## src/sv/sha224_pkg.sv

```systemverilog
package sha224_pkg;

   localparam int WordWidth = 32;

   typedef logic [WordWidth-1:0] word_type;

   typedef struct packed {
      logic [31:0] data;
      logic [2:0]  nbytes;
      logic        last;
   } item_type;

   typedef enum logic [2:0] {
      ST_IDLE,
      ST_LOAD,
      ST_ROUND,
      ST_UPDATE,
      ST_PAD,
      ST_OUT
   } back_state_type;

   localparam logic [255:0] InitHash = {
      32'hc1059ed8, 32'h367cd507, 32'h3070dd17, 32'hf70e5939,
      32'hffc00b31, 32'h68581511, 32'h64f98fa7, 32'hbefa4fa4
   };

   function automatic word_type init_word(input logic [2:0] i);
      init_word = InitHash[(7 - i) * 32 +: 32];
   endfunction

   function automatic word_type round_k(input logic [5:0] r);
      logic [31:0] k;
      begin
         case (r)
            6'd0: k = 32'h428a2f98; 6'd1: k = 32'h71374491;
            6'd2: k = 32'hb5c0fbcf; 6'd3: k = 32'he9b5dba5;
            6'd4: k = 32'h3956c25b; 6'd5: k = 32'h59f111f1;
            6'd6: k = 32'h923f82a4; 6'd7: k = 32'hab1c5ed5;
            6'd8: k = 32'hd807aa98; 6'd9: k = 32'h12835b01;
            6'd10: k = 32'h243185be; 6'd11: k = 32'h550c7dc3;
            6'd12: k = 32'h72be5d74; 6'd13: k = 32'h80deb1fe;
            6'd14: k = 32'h9bdc06a7; 6'd15: k = 32'hc19bf174;
            6'd16: k = 32'he49b69c1; 6'd17: k = 32'hefbe4786;
            6'd18: k = 32'h0fc19dc6; 6'd19: k = 32'h240ca1cc;
            6'd20: k = 32'h2de92c6f; 6'd21: k = 32'h4a7484aa;
            6'd22: k = 32'h5cb0a9dc; 6'd23: k = 32'h76f988da;
            6'd24: k = 32'h983e5152; 6'd25: k = 32'ha831c66d;
            6'd26: k = 32'hb00327c8; 6'd27: k = 32'hbf597fc7;
            6'd28: k = 32'hc6e00bf3; 6'd29: k = 32'hd5a79147;
            6'd30: k = 32'h06ca6351; 6'd31: k = 32'h14292967;
            6'd32: k = 32'h27b70a85; 6'd33: k = 32'h2e1b2138;
            6'd34: k = 32'h4d2c6dfc; 6'd35: k = 32'h53380d13;
            6'd36: k = 32'h650a7354; 6'd37: k = 32'h766a0abb;
            6'd38: k = 32'h81c2c92e; 6'd39: k = 32'h92722c85;
            6'd40: k = 32'ha2bfe8a1; 6'd41: k = 32'ha81a664b;
            6'd42: k = 32'hc24b8b70; 6'd43: k = 32'hc76c51a3;
            6'd44: k = 32'hd192e819; 6'd45: k = 32'hd6990624;
            6'd46: k = 32'hf40e3585; 6'd47: k = 32'h106aa070;
            6'd48: k = 32'h19a4c116; 6'd49: k = 32'h1e376c08;
            6'd50: k = 32'h2748774c; 6'd51: k = 32'h34b0bcb5;
            6'd52: k = 32'h391c0cb3; 6'd53: k = 32'h4ed8aa4a;
            6'd54: k = 32'h5b9cca4f; 6'd55: k = 32'h682e6ff3;
            6'd56: k = 32'h748f82ee; 6'd57: k = 32'h78a5636f;
            6'd58: k = 32'h84c87814; 6'd59: k = 32'h8cc70208;
            6'd60: k = 32'h90befffa; 6'd61: k = 32'ha4506ceb;
            6'd62: k = 32'hbef9a3f7; default: k = 32'hc67178f2;
         endcase
         round_k = k;
      end
   endfunction

   function automatic word_type rotr(input word_type x, input int n);
      rotr = (x >> n) | (x << (32 - n));
   endfunction

endpackage

```

## src/sv/sha224_queue.sv

```systemverilog
module sha224_queue
   import sha224_pkg::*;
(
   input  logic     clock,
   input  logic     reset,
   input  logic     wr_valid,
   output logic     wr_ready,
   input  item_type wr_item,
   output logic     rd_valid,
   input  logic     rd_ready,
   output item_type rd_item
);

   item_type   mem [4];
   logic [1:0] wp_ff, wp_in, rp_ff, rp_in;
   logic [2:0] cnt_ff, cnt_in;
   logic       wr, rd;

   assign wr_ready = (cnt_ff != 3'd4);
   assign rd_valid = (cnt_ff != 3'd0);
   assign wr       = wr_valid && wr_ready;
   assign rd       = rd_valid && rd_ready;
   assign rd_item  = mem[rp_ff];

   always_comb begin
      wp_in  = wr ? wp_ff + 2'd1 : wp_ff;
      rp_in  = rd ? rp_ff + 2'd1 : rp_ff;
      cnt_in = cnt_ff + {2'b0, wr} - {2'b0, rd};
   end

   always_ff @(posedge clock) begin
      if (wr) begin
         mem[wp_ff] <= wr_item;
      end
   end

   always_ff @(posedge clock) begin
      if (reset) begin
         wp_ff  <= '0;
         rp_ff  <= '0;
         cnt_ff <= '0;
      end else begin
         wp_ff  <= wp_in;
         rp_ff  <= rp_in;
         cnt_ff <= cnt_in;
      end
   end

endmodule

```

## src/sv/sha224_core.sv

```systemverilog
module sha224_core
   import sha224_pkg::*;
(
   input  logic        clock,
   input  logic        reset,
   input  logic        in_valid,
   output logic        in_ready,
   input  item_type    in_item,
   output logic        out_valid,
   input  logic        out_ready,
   output logic [31:0] out_word,
   output logic        out_last
);

   back_state_type state_ff, state_in;
   word_type    h_ff [8];
   word_type    v_ff [8];
   word_type    w_ff [16];
   logic [5:0]  rnd_ff;
   logic [3:0]  widx_ff;
   logic [63:0] bits_ff;
   logic [1:0]  pad_ff;
   logic [2:0]  oidx_ff;
   logic        ovalid_ff;
   logic [31:0] oword_ff;
   logic        olast_ff;

   logic [2:0]  nb;
   logic [31:0] push_w, keep, mask, marker;
   logic        do_push;
   logic [31:0] s0, s1, wr_sched, wnow, t1, t2;
   logic        obuf_free;

   assign obuf_free = !ovalid_ff || out_ready;
   assign nb        = (in_item.nbytes > 3'd4) ? 3'd4 : in_item.nbytes;
   assign in_ready  = (state_ff == ST_IDLE);

   always_comb begin
      mask   = (nb == 3'd0) ? 32'h0 : (32'hffffffff << (6'd32 - {nb, 3'b000}));
      marker = 32'h80 << (5'd24 - {nb[1:0], 3'b000});
      keep   = (in_item.data & mask) | marker;
   end

   always_comb begin
      s0 = rotr(w_ff[rnd_ff[3:0] + 4'd1], 7) ^ rotr(w_ff[rnd_ff[3:0] + 4'd1], 18)
         ^ (w_ff[rnd_ff[3:0] + 4'd1] >> 3);
      s1 = rotr(w_ff[rnd_ff[3:0] + 4'd14], 17) ^ rotr(w_ff[rnd_ff[3:0] + 4'd14], 19)
         ^ (w_ff[rnd_ff[3:0] + 4'd14] >> 10);
      wr_sched = w_ff[rnd_ff[3:0]] + s0 + w_ff[rnd_ff[3:0] + 4'd9] + s1;
      wnow = (rnd_ff < 6'd16) ? w_ff[rnd_ff[3:0]] : wr_sched;
      t1 = v_ff[7] + (rotr(v_ff[4], 6) ^ rotr(v_ff[4], 11) ^ rotr(v_ff[4], 25))
         + ((v_ff[4] & v_ff[5]) ^ (~v_ff[4] & v_ff[6])) + round_k(rnd_ff) + wnow;
      t2 = (rotr(v_ff[0], 2) ^ rotr(v_ff[0], 13) ^ rotr(v_ff[0], 22))
         + ((v_ff[0] & v_ff[1]) ^ (v_ff[0] & v_ff[2]) ^ (v_ff[1] & v_ff[2]));
   end

   always_comb begin
      do_push = 1'b0;
      push_w  = '0;
      unique case (state_ff)
         ST_IDLE: begin
            if (in_valid) begin
               do_push = 1'b1;
               if (!in_item.last || nb == 3'd4) begin
                  push_w = in_item.data;
               end else begin
                  push_w = keep;
               end
            end
         end
         ST_PAD: begin
            do_push = 1'b1;
            if (pad_ff == 2'd1) begin
               push_w = (widx_ff == 4'd14) ? bits_ff[63:32] : 32'h0;
            end else if (pad_ff == 2'd2) begin
               push_w = bits_ff[31:0];
            end else begin
               push_w = 32'h80000000;
            end
         end
         default: ;
      endcase
   end

   always_comb begin
      state_in = state_ff;
      unique case (state_ff)
         ST_IDLE: begin
            if (in_valid) begin
               if (widx_ff == 4'd15) begin
                  state_in = ST_LOAD;
               end else if (in_item.last) begin
                  state_in = ST_PAD;
               end
            end
         end
         ST_PAD:    state_in = (widx_ff == 4'd15) ? ST_LOAD : ST_PAD;
         ST_LOAD:   state_in = ST_ROUND;
         ST_ROUND:  state_in = (rnd_ff == 6'd63) ? ST_UPDATE : ST_ROUND;
         ST_UPDATE: begin
            if (pad_ff == 2'd2 && widx_ff == 4'd0) begin
               state_in = ST_OUT;
            end else if (pad_ff != 2'd0) begin
               state_in = ST_PAD;
            end else begin
               state_in = ST_IDLE;
            end
         end
         ST_OUT:    state_in = (obuf_free && oidx_ff == 3'd6) ? ST_IDLE : ST_OUT;
         default:   state_in = ST_IDLE;
      endcase
   end

   always_ff @(posedge clock) begin
      if (do_push) begin
         w_ff[widx_ff] <= push_w;
      end else if (state_ff == ST_ROUND && rnd_ff >= 6'd16) begin
         w_ff[rnd_ff[3:0]] <= wr_sched;
      end
      if (state_ff == ST_LOAD) begin
         for (int k = 0; k < 8; k++) v_ff[k] <= h_ff[k];
      end else if (state_ff == ST_ROUND) begin
         v_ff[7] <= v_ff[6]; v_ff[6] <= v_ff[5]; v_ff[5] <= v_ff[4];
         v_ff[4] <= v_ff[3] + t1;
         v_ff[3] <= v_ff[2]; v_ff[2] <= v_ff[1]; v_ff[1] <= v_ff[0];
         v_ff[0] <= t1 + t2;
      end
      if (obuf_free && state_ff == ST_OUT) begin
         oword_ff <= h_ff[oidx_ff];
         olast_ff <= (oidx_ff == 3'd6);
      end
   end

   always_ff @(posedge clock) begin
      if (reset) begin
         state_ff  <= ST_IDLE;
         rnd_ff    <= '0;
         widx_ff   <= '0;
         bits_ff   <= '0;
         pad_ff    <= '0;
         oidx_ff   <= '0;
         ovalid_ff <= 1'b0;
         for (int k = 0; k < 8; k++) h_ff[k] <= init_word(3'(k));
      end else begin
         state_ff <= state_in;
         if (do_push) begin
            widx_ff <= widx_ff + 4'd1;
         end
         if (state_ff == ST_IDLE && in_valid) begin
            if (!in_item.last) begin
               bits_ff <= bits_ff + 64'd32;
            end else begin
               bits_ff <= bits_ff + {58'd0, nb, 3'b000};
               pad_ff  <= (nb == 3'd4) ? 2'd3 : 2'd1;
            end
         end
         if (state_ff == ST_PAD && pad_ff == 2'd3) begin
            pad_ff <= 2'd1;
         end else if (state_ff == ST_PAD && pad_ff == 2'd1 && widx_ff == 4'd14) begin
            pad_ff <= 2'd2;
         end
         if (state_ff == ST_ROUND) begin
            rnd_ff <= rnd_ff + 6'd1;
         end
         if (state_ff == ST_UPDATE) begin
            for (int k = 0; k < 8; k++) h_ff[k] <= h_ff[k] + v_ff[k];
         end
         if (state_ff == ST_OUT && obuf_free) begin
            ovalid_ff <= 1'b1;
            if (oidx_ff == 3'd6) begin
               oidx_ff <= '0;
               bits_ff <= '0;
               pad_ff  <= '0;
               widx_ff <= '0;
               for (int k = 0; k < 8; k++) h_ff[k] <= init_word(3'(k));
            end else begin
               oidx_ff <= oidx_ff + 3'd1;
            end
         end else if (out_ready) begin
            ovalid_ff <= 1'b0;
         end
      end
   end

   assign out_valid = ovalid_ff;
   assign out_word  = oword_ff;
   assign out_last  = olast_ff;

endmodule

```

## src/sv/sha224_hash_engine.sv

```systemverilog
// channel | direction | tdata                  | tuser | tlast
// req_    | in        | [31:0] data_word        | -     | last
//         |           | [34:32] valid_bytes     |       |
// rsp_    | out       | [31:0] digest_word      | -     | digest_last
// A block compresses in steps: load, 64 rounds, update, with one round per cycle.
// Non-last words pass back to back unless they complete a block; a four-deep queue
// takes words while a block compresses. Padding writes one word a cycle.
// Synchronous active-high reset restores the SHA-224 initial chaining values.
// The digest leaves through a one-entry output register; rsp_tready stalls it.
module sha224_hash_engine
   import sha224_pkg::*;
(
   input  logic        clock,
   input  logic        reset,
   input  logic        req_tvalid,
   output logic        req_tready,
   input  logic [39:0] req_tdata,  // data_word[31:0], valid_bytes[34:32], zero
   input  logic        req_tlast,
   output logic        rsp_tvalid,
   input  logic        rsp_tready,
   output logic [31:0] rsp_tdata,  // digest_word[31:0]
   output logic        rsp_tlast
);

   item_type wr_item, rd_item;
   logic     q_valid, q_ready;

   assign wr_item = '{data: req_tdata[31:0], nbytes: req_tdata[34:32], last: req_tlast};

   sha224_queue u_queue (
      .clock, .reset,
      .wr_valid (req_tvalid), .wr_ready (req_tready), .wr_item (wr_item),
      .rd_valid (q_valid), .rd_ready (q_ready), .rd_item (rd_item)
   );

   sha224_core u_core (
      .clock, .reset,
      .in_valid (q_valid), .in_ready (q_ready), .in_item (rd_item),
      .out_valid (rsp_tvalid), .out_ready (rsp_tready),
      .out_word (rsp_tdata), .out_last (rsp_tlast)
   );

endmodule

```

## config.mk

```make
export PLATFORM = sky130hd
export DESIGN_NAME = sha224_hash_engine
export DESIGN_NICKNAME = d
export VERILOG_FILES = /design/src/sv/sha224_pkg.sv /design/src/sv/sha224_queue.sv /design/src/sv/sha224_core.sv /design/src/sv/sha224_hash_engine.sv
export SDC_FILE = /design/constraint.sdc
export NUM_CORES = 2
export LEC_CHECK = 0
export BUFFER_PORTS_ARGS = -buffer_cell sky130_fd_sc_hd__buf_2
export CORE_ASPECT_RATIO = 1.1
export CORE_MARGIN = 2
export CORE_UTILIZATION = 56
export DETAILED_ROUTE_END_ITERATION = 10
export GPL_ROUTABILITY_DRIVEN = 0
export PLACE_DENSITY = 0.72
export SYNTH_ARGS = -nofsm -noshare
export SYNTH_HDL_FRONTEND = slang
export SYNTH_HIERARCHICAL = 1
export SYNTH_SLANG_ARGS = --single-unit
```

## constraint.sdc

```tcl
create_clock -name clock -period 19.25 [get_ports clock]
set_input_delay 3.85 -clock clock [delete_from_list [all_inputs] [get_ports clock]]
set_output_delay 3.85 -clock clock [all_outputs]
set_load 0.03 [all_outputs]
```

==> run summary <==
result of the run: completed
Setup Viol. Count Final: 0
synthesis-to-finish area growth: 8.22%
worst hold start: u_core/bits_ff[63]$_SDFF_PP0_
via count of the first global-routing pass: 64100
number of synthesized flops with an enable pin: 1073
proportion of synthesized flip-flops having asynchronous set or reset: 0
global router's overall resource usage: 0.340
drt first pass iters: 7
post-detailed-route via-to-cell ratio: 6.78
crit share post-route: 0.795
total of hold buffers inserted after clock tree synthesis: 0
total power density per cell area: 170 mW/mm^2
dominant synthesized flop cell: edfxtp_1
fillcell total: 12000
Flop pwr share: 0.220
Port Buffer Count: 74
global routing usage on met1: 0.410
first-pass GRT wire length: 406000 um
time the final worst path needs with I/O delays and setup: 15.30 ns
class of the tightest hold or removal check: reg -> reg
final total negative setup slack: 0 ns
CTS tree: yes
CTS HTree Levels: 4
Net Count, Synth: 8176
standby leakage power: 34.4 nW
fmax: 65.4 MHz
effective utilization at floorplan: 0.564
arrival time of the worst setup path: 15.82 ns
Synth Cell Area: 0.0880 sq mm
Netlist cell types: 97
clock buffer count from CTS: 149
Num Clock Sinks: 1326
Sw Share: 0.457
crit start category: register
I/O pins: 80
Pint: 8.82 mW
buffers inserted by post-CTS timing repair: 0
GR Layer Usage met2: 0.548
skew final: 0.0571 ns
measured slew at the worst slew-check pin: 1.35 ns
critical setup path kind: reg -> reg
worst slew slack as a fraction of its limit: 0.0991
MaxCap Viol Count: 0
Setup WS pre-CTS: 4.25 ns
Vias: 65400
critical path endpoint category: register
Clk Latency, worst-skew pair: 0.84 ns
Synthesis Warnings: 6
initial DRC count: 8864
average routed wire per standard cell: 28.4 um
number of nets in the final layout: 8078
Critical path origin: u_core/rnd_ff[0]$_SDFFE_PP0N_
VDD IR-drop max: 0.166 mV
share of the yosys chip area belonging to registers: 0.424
number of remaining DRC errors: 0
largest net degree at the start of global routing: 209
post-detailed-placement half-perimeter wirelength: 186000 um
Core Box Area: 0.156 sq mm
num rows: 152
clock share of power: 0.175
Reg-to-Reg Start: u_core/rnd_ff[0]$_SDFFE_PP0N_
maximum fanout along the worst path: 104
count of final hold-check violations: 0
unrepaired setup endpoints after global routing: false
delay of the slowest cell on the worst path: 0.83 ns
post-synthesis cell count: 7525
required time at the worst-slack endpoint: 19.76 ns
most frequent cell on the critical path: fa_1
CTS root buf: clkbuf_16
count of final max-slew check failures: 0
Clk pin slew, worst setup/hold paths: 0.06 ns
PostCTS Resize Cnt: 0
fraction of layout cells with a size suffix above 1: 0.152
Routed WL: 274000 um
portion of total power attributed to combinational logic: 0.605
average cell area after synthesis: 11.7 sq um
aggregate global routing overflow: 0
critical-path cell with the highest stage delay: dfxtp_4
busiest metal layer after global routing: met2
Synth Register Bits: 1326
x dimension of the die: 382 um
initial antenna violation count: 6
number of buffers on the longest clock path: 3
final critical-path setup slack: 3.95 ns
Psw: 7.41 mW
area enclosed by the die boundary: 0.160 sq mm
antenna viol nets, final: 0
Vert. Die Dim: 420 um
global-route met3 utilization: 0.0698
## cell usage after synthesis (67+ instances only)
library cell | count | area, sq um
edfxtp_1 | 1073 | 32200
nand2_1 | 1058 | 3970
mux4_2 | 602 | 13600
a21oi_1 | 457 | 2290
xnor2_1 | 420 | 3680
ha_1 | 409 | 5120
nor2_1 | 369 | 1390
o21ai_0 | 357 | 1790
clkbuf_1 | 334 | 1250
inv_1 | 324 | 1220
dfxtp_1 | 253 | 5060
xor2_1 | 205 | 1800
fa_1 | 197 | 3940
a21o_1 | 196 | 1470
nor3_1 | 119 | 596
nand3_1 | 116 | 581
buf_1 | 67 | 251
## per-layer routing
| layer | wire, um | share of wire |
|---|---|---|
| met5 | 16 | 0.000058 |
| met4 | 23000 | 0.084 |
| met3 | 27700 | 0.10 |
| met2 | 129000 | 0.47 |
| met1 | 93900 | 0.34 |
## worst max-delay path: cells and delay by family (launching register included)
| kind | cells | cell delay [ns] |
|---|---|---|
| adder cells (fa/ha/maj) | 10 | 4.29 |
| AO/OA/AOI/OAI | 20 | 4.66 |
| AND/OR/NAND/NOR | 5 | 0.76 |
| multiplexers | 2 | 1.24 |
| XOR/XNOR | 6 | 1.23 |
| buffers and inverters | 7 | 1.75 |
| flip-flops | 1 | 0.83 |
## power by group through the flow
stage                     Sequential, mW  Combinational, mW  Clock (mW)
after floorplan                     3.57               6.88           0
after global placement              3.59               9.23           0
after detailed placement            3.61               9.45           0
after CTS                           3.56               9.55        2.88
after global routing                3.58               10.6        2.98
final                               3.57               9.82        2.84
## worst paths after layout
kind / slack (ns) / depth (start not counted) / endpoint
max: 3.95 / 50 / u_core/v_ff[0][31]$_DFFE_PP_
min: 0.50 / 2 / u_core/bits_ff[63]$_SDFF_PP0_
max reg2reg: 3.95 / 50 / u_core/v_ff[0][31]$_DFFE_PP_
min reg2reg: 0.50 / 2 / u_core/bits_ff[63]$_SDFF_PP0_
## placed cells by master (no fill, tap or decap), types with 27 or more instances in the layout
cell | synthesis | layout
a211oi_1 | 43 | 43
a21o_1 | 196 | 196
a21oi_1 | 457 | 456
a22oi_1 | 41 | 41
a31oi_1 | 41 | 41
and3_1 | 44 | 44
buf_2 | 12 | 74
buf_4 | 1 | 95
clkbuf_1 | 334 | 36
clkbuf_16 | 0 | 150
clkinv_1 | 2 | 29
clkinv_2 | 0 | 27
dfxtp_1 | 253 | 243
edfxtp_1 | 1073 | 1073
fa_1 | 197 | 197
ha_1 | 409 | 407
inv_1 | 324 | 322
maj3_1 | 29 | 29
mux2_2 | 65 | 65
mux4_2 | 602 | 602
nand2_1 | 1058 | 1055
nand2b_1 | 61 | 60
nand3_1 | 116 | 116
nand4_1 | 38 | 38
nor2_1 | 369 | 349
nor2b_1 | 52 | 50
nor3_1 | 119 | 119
o211ai_1 | 47 | 47
o21a_1 | 52 | 52
o21ai_0 | 357 | 355
o21bai_1 | 50 | 50
o221ai_1 | 30 | 28
or3_1 | 31 | 31
xnor2_1 | 420 | 420
xor2_1 | 205 | 204
## per-stage QoR
stage,instances,instance area (sq um),util,power (mW),hold WS (ns)
final,9634,95200,0.611,16.2,0.497
after global routing,9632,95200,0.611,17.1,0.517
after CTS,9631,95200,0.610,16.0,0.493
after detailed placement,9355,90400,0.579,13.1,0.484
after global placement,9355,90400,0.579,12.8,0.472
after floorplan,7525,88000,-,10.5,0.447
## kinds of logic (layout without fill, tap and decap cells)
group,count (synthesis),count (layout),synth area share
and+or+nand+nor,1981,1981,0.0980
AOI/OAI and AO/OA,1512,1512,0.108
DFF,1326,1326,0.424
buffers and inverters,750,777,0.0332
muxes,692,692,0.167
adders and majority gates,635,635,0.106
xor gates and xnor gates,629,629,0.0632
other,0,3,0
## sequential cells by signal, indices dropped and copies added (netlist names), named ones only
register          flops
u_core/bits_ff       61
u_core/h_ff         256
u_core/oidx_ff        3
u_core/out_last       1
u_core/out_valid      1
u_core/out_word      32
u_core/pad_ff         2
u_core/rnd_ff         6
u_core/state_ff       3
u_core/v_ff         256
u_core/w_ff         512
u_core/widx_ff        4
u_queue/cnt_ff        3
u_queue/mem         144
u_queue/rp_ff         2
u_queue/wp_ff         2
## area by class of cell
type / instances / area (sq um) / share of cell area
Antenna cell: 3 / 7.51 / 0.0000788
Clock buffer: 191 / 3960 / 0.0416
Clock inverter: 85 / 897 / 0.00942
Inverter: 328 / 1230 / 0.0130
Multi-Input combinational cell: 5449 / 48000 / 0.505
Sequential cell: 1326 / 37300 / 0.392
Tap cell: 2079 / 2600 / 0.0273
Timing Repair Buffer: 173 / 1160 / 0.0122
Note: power is estimated with default switching activity, not from simulation.
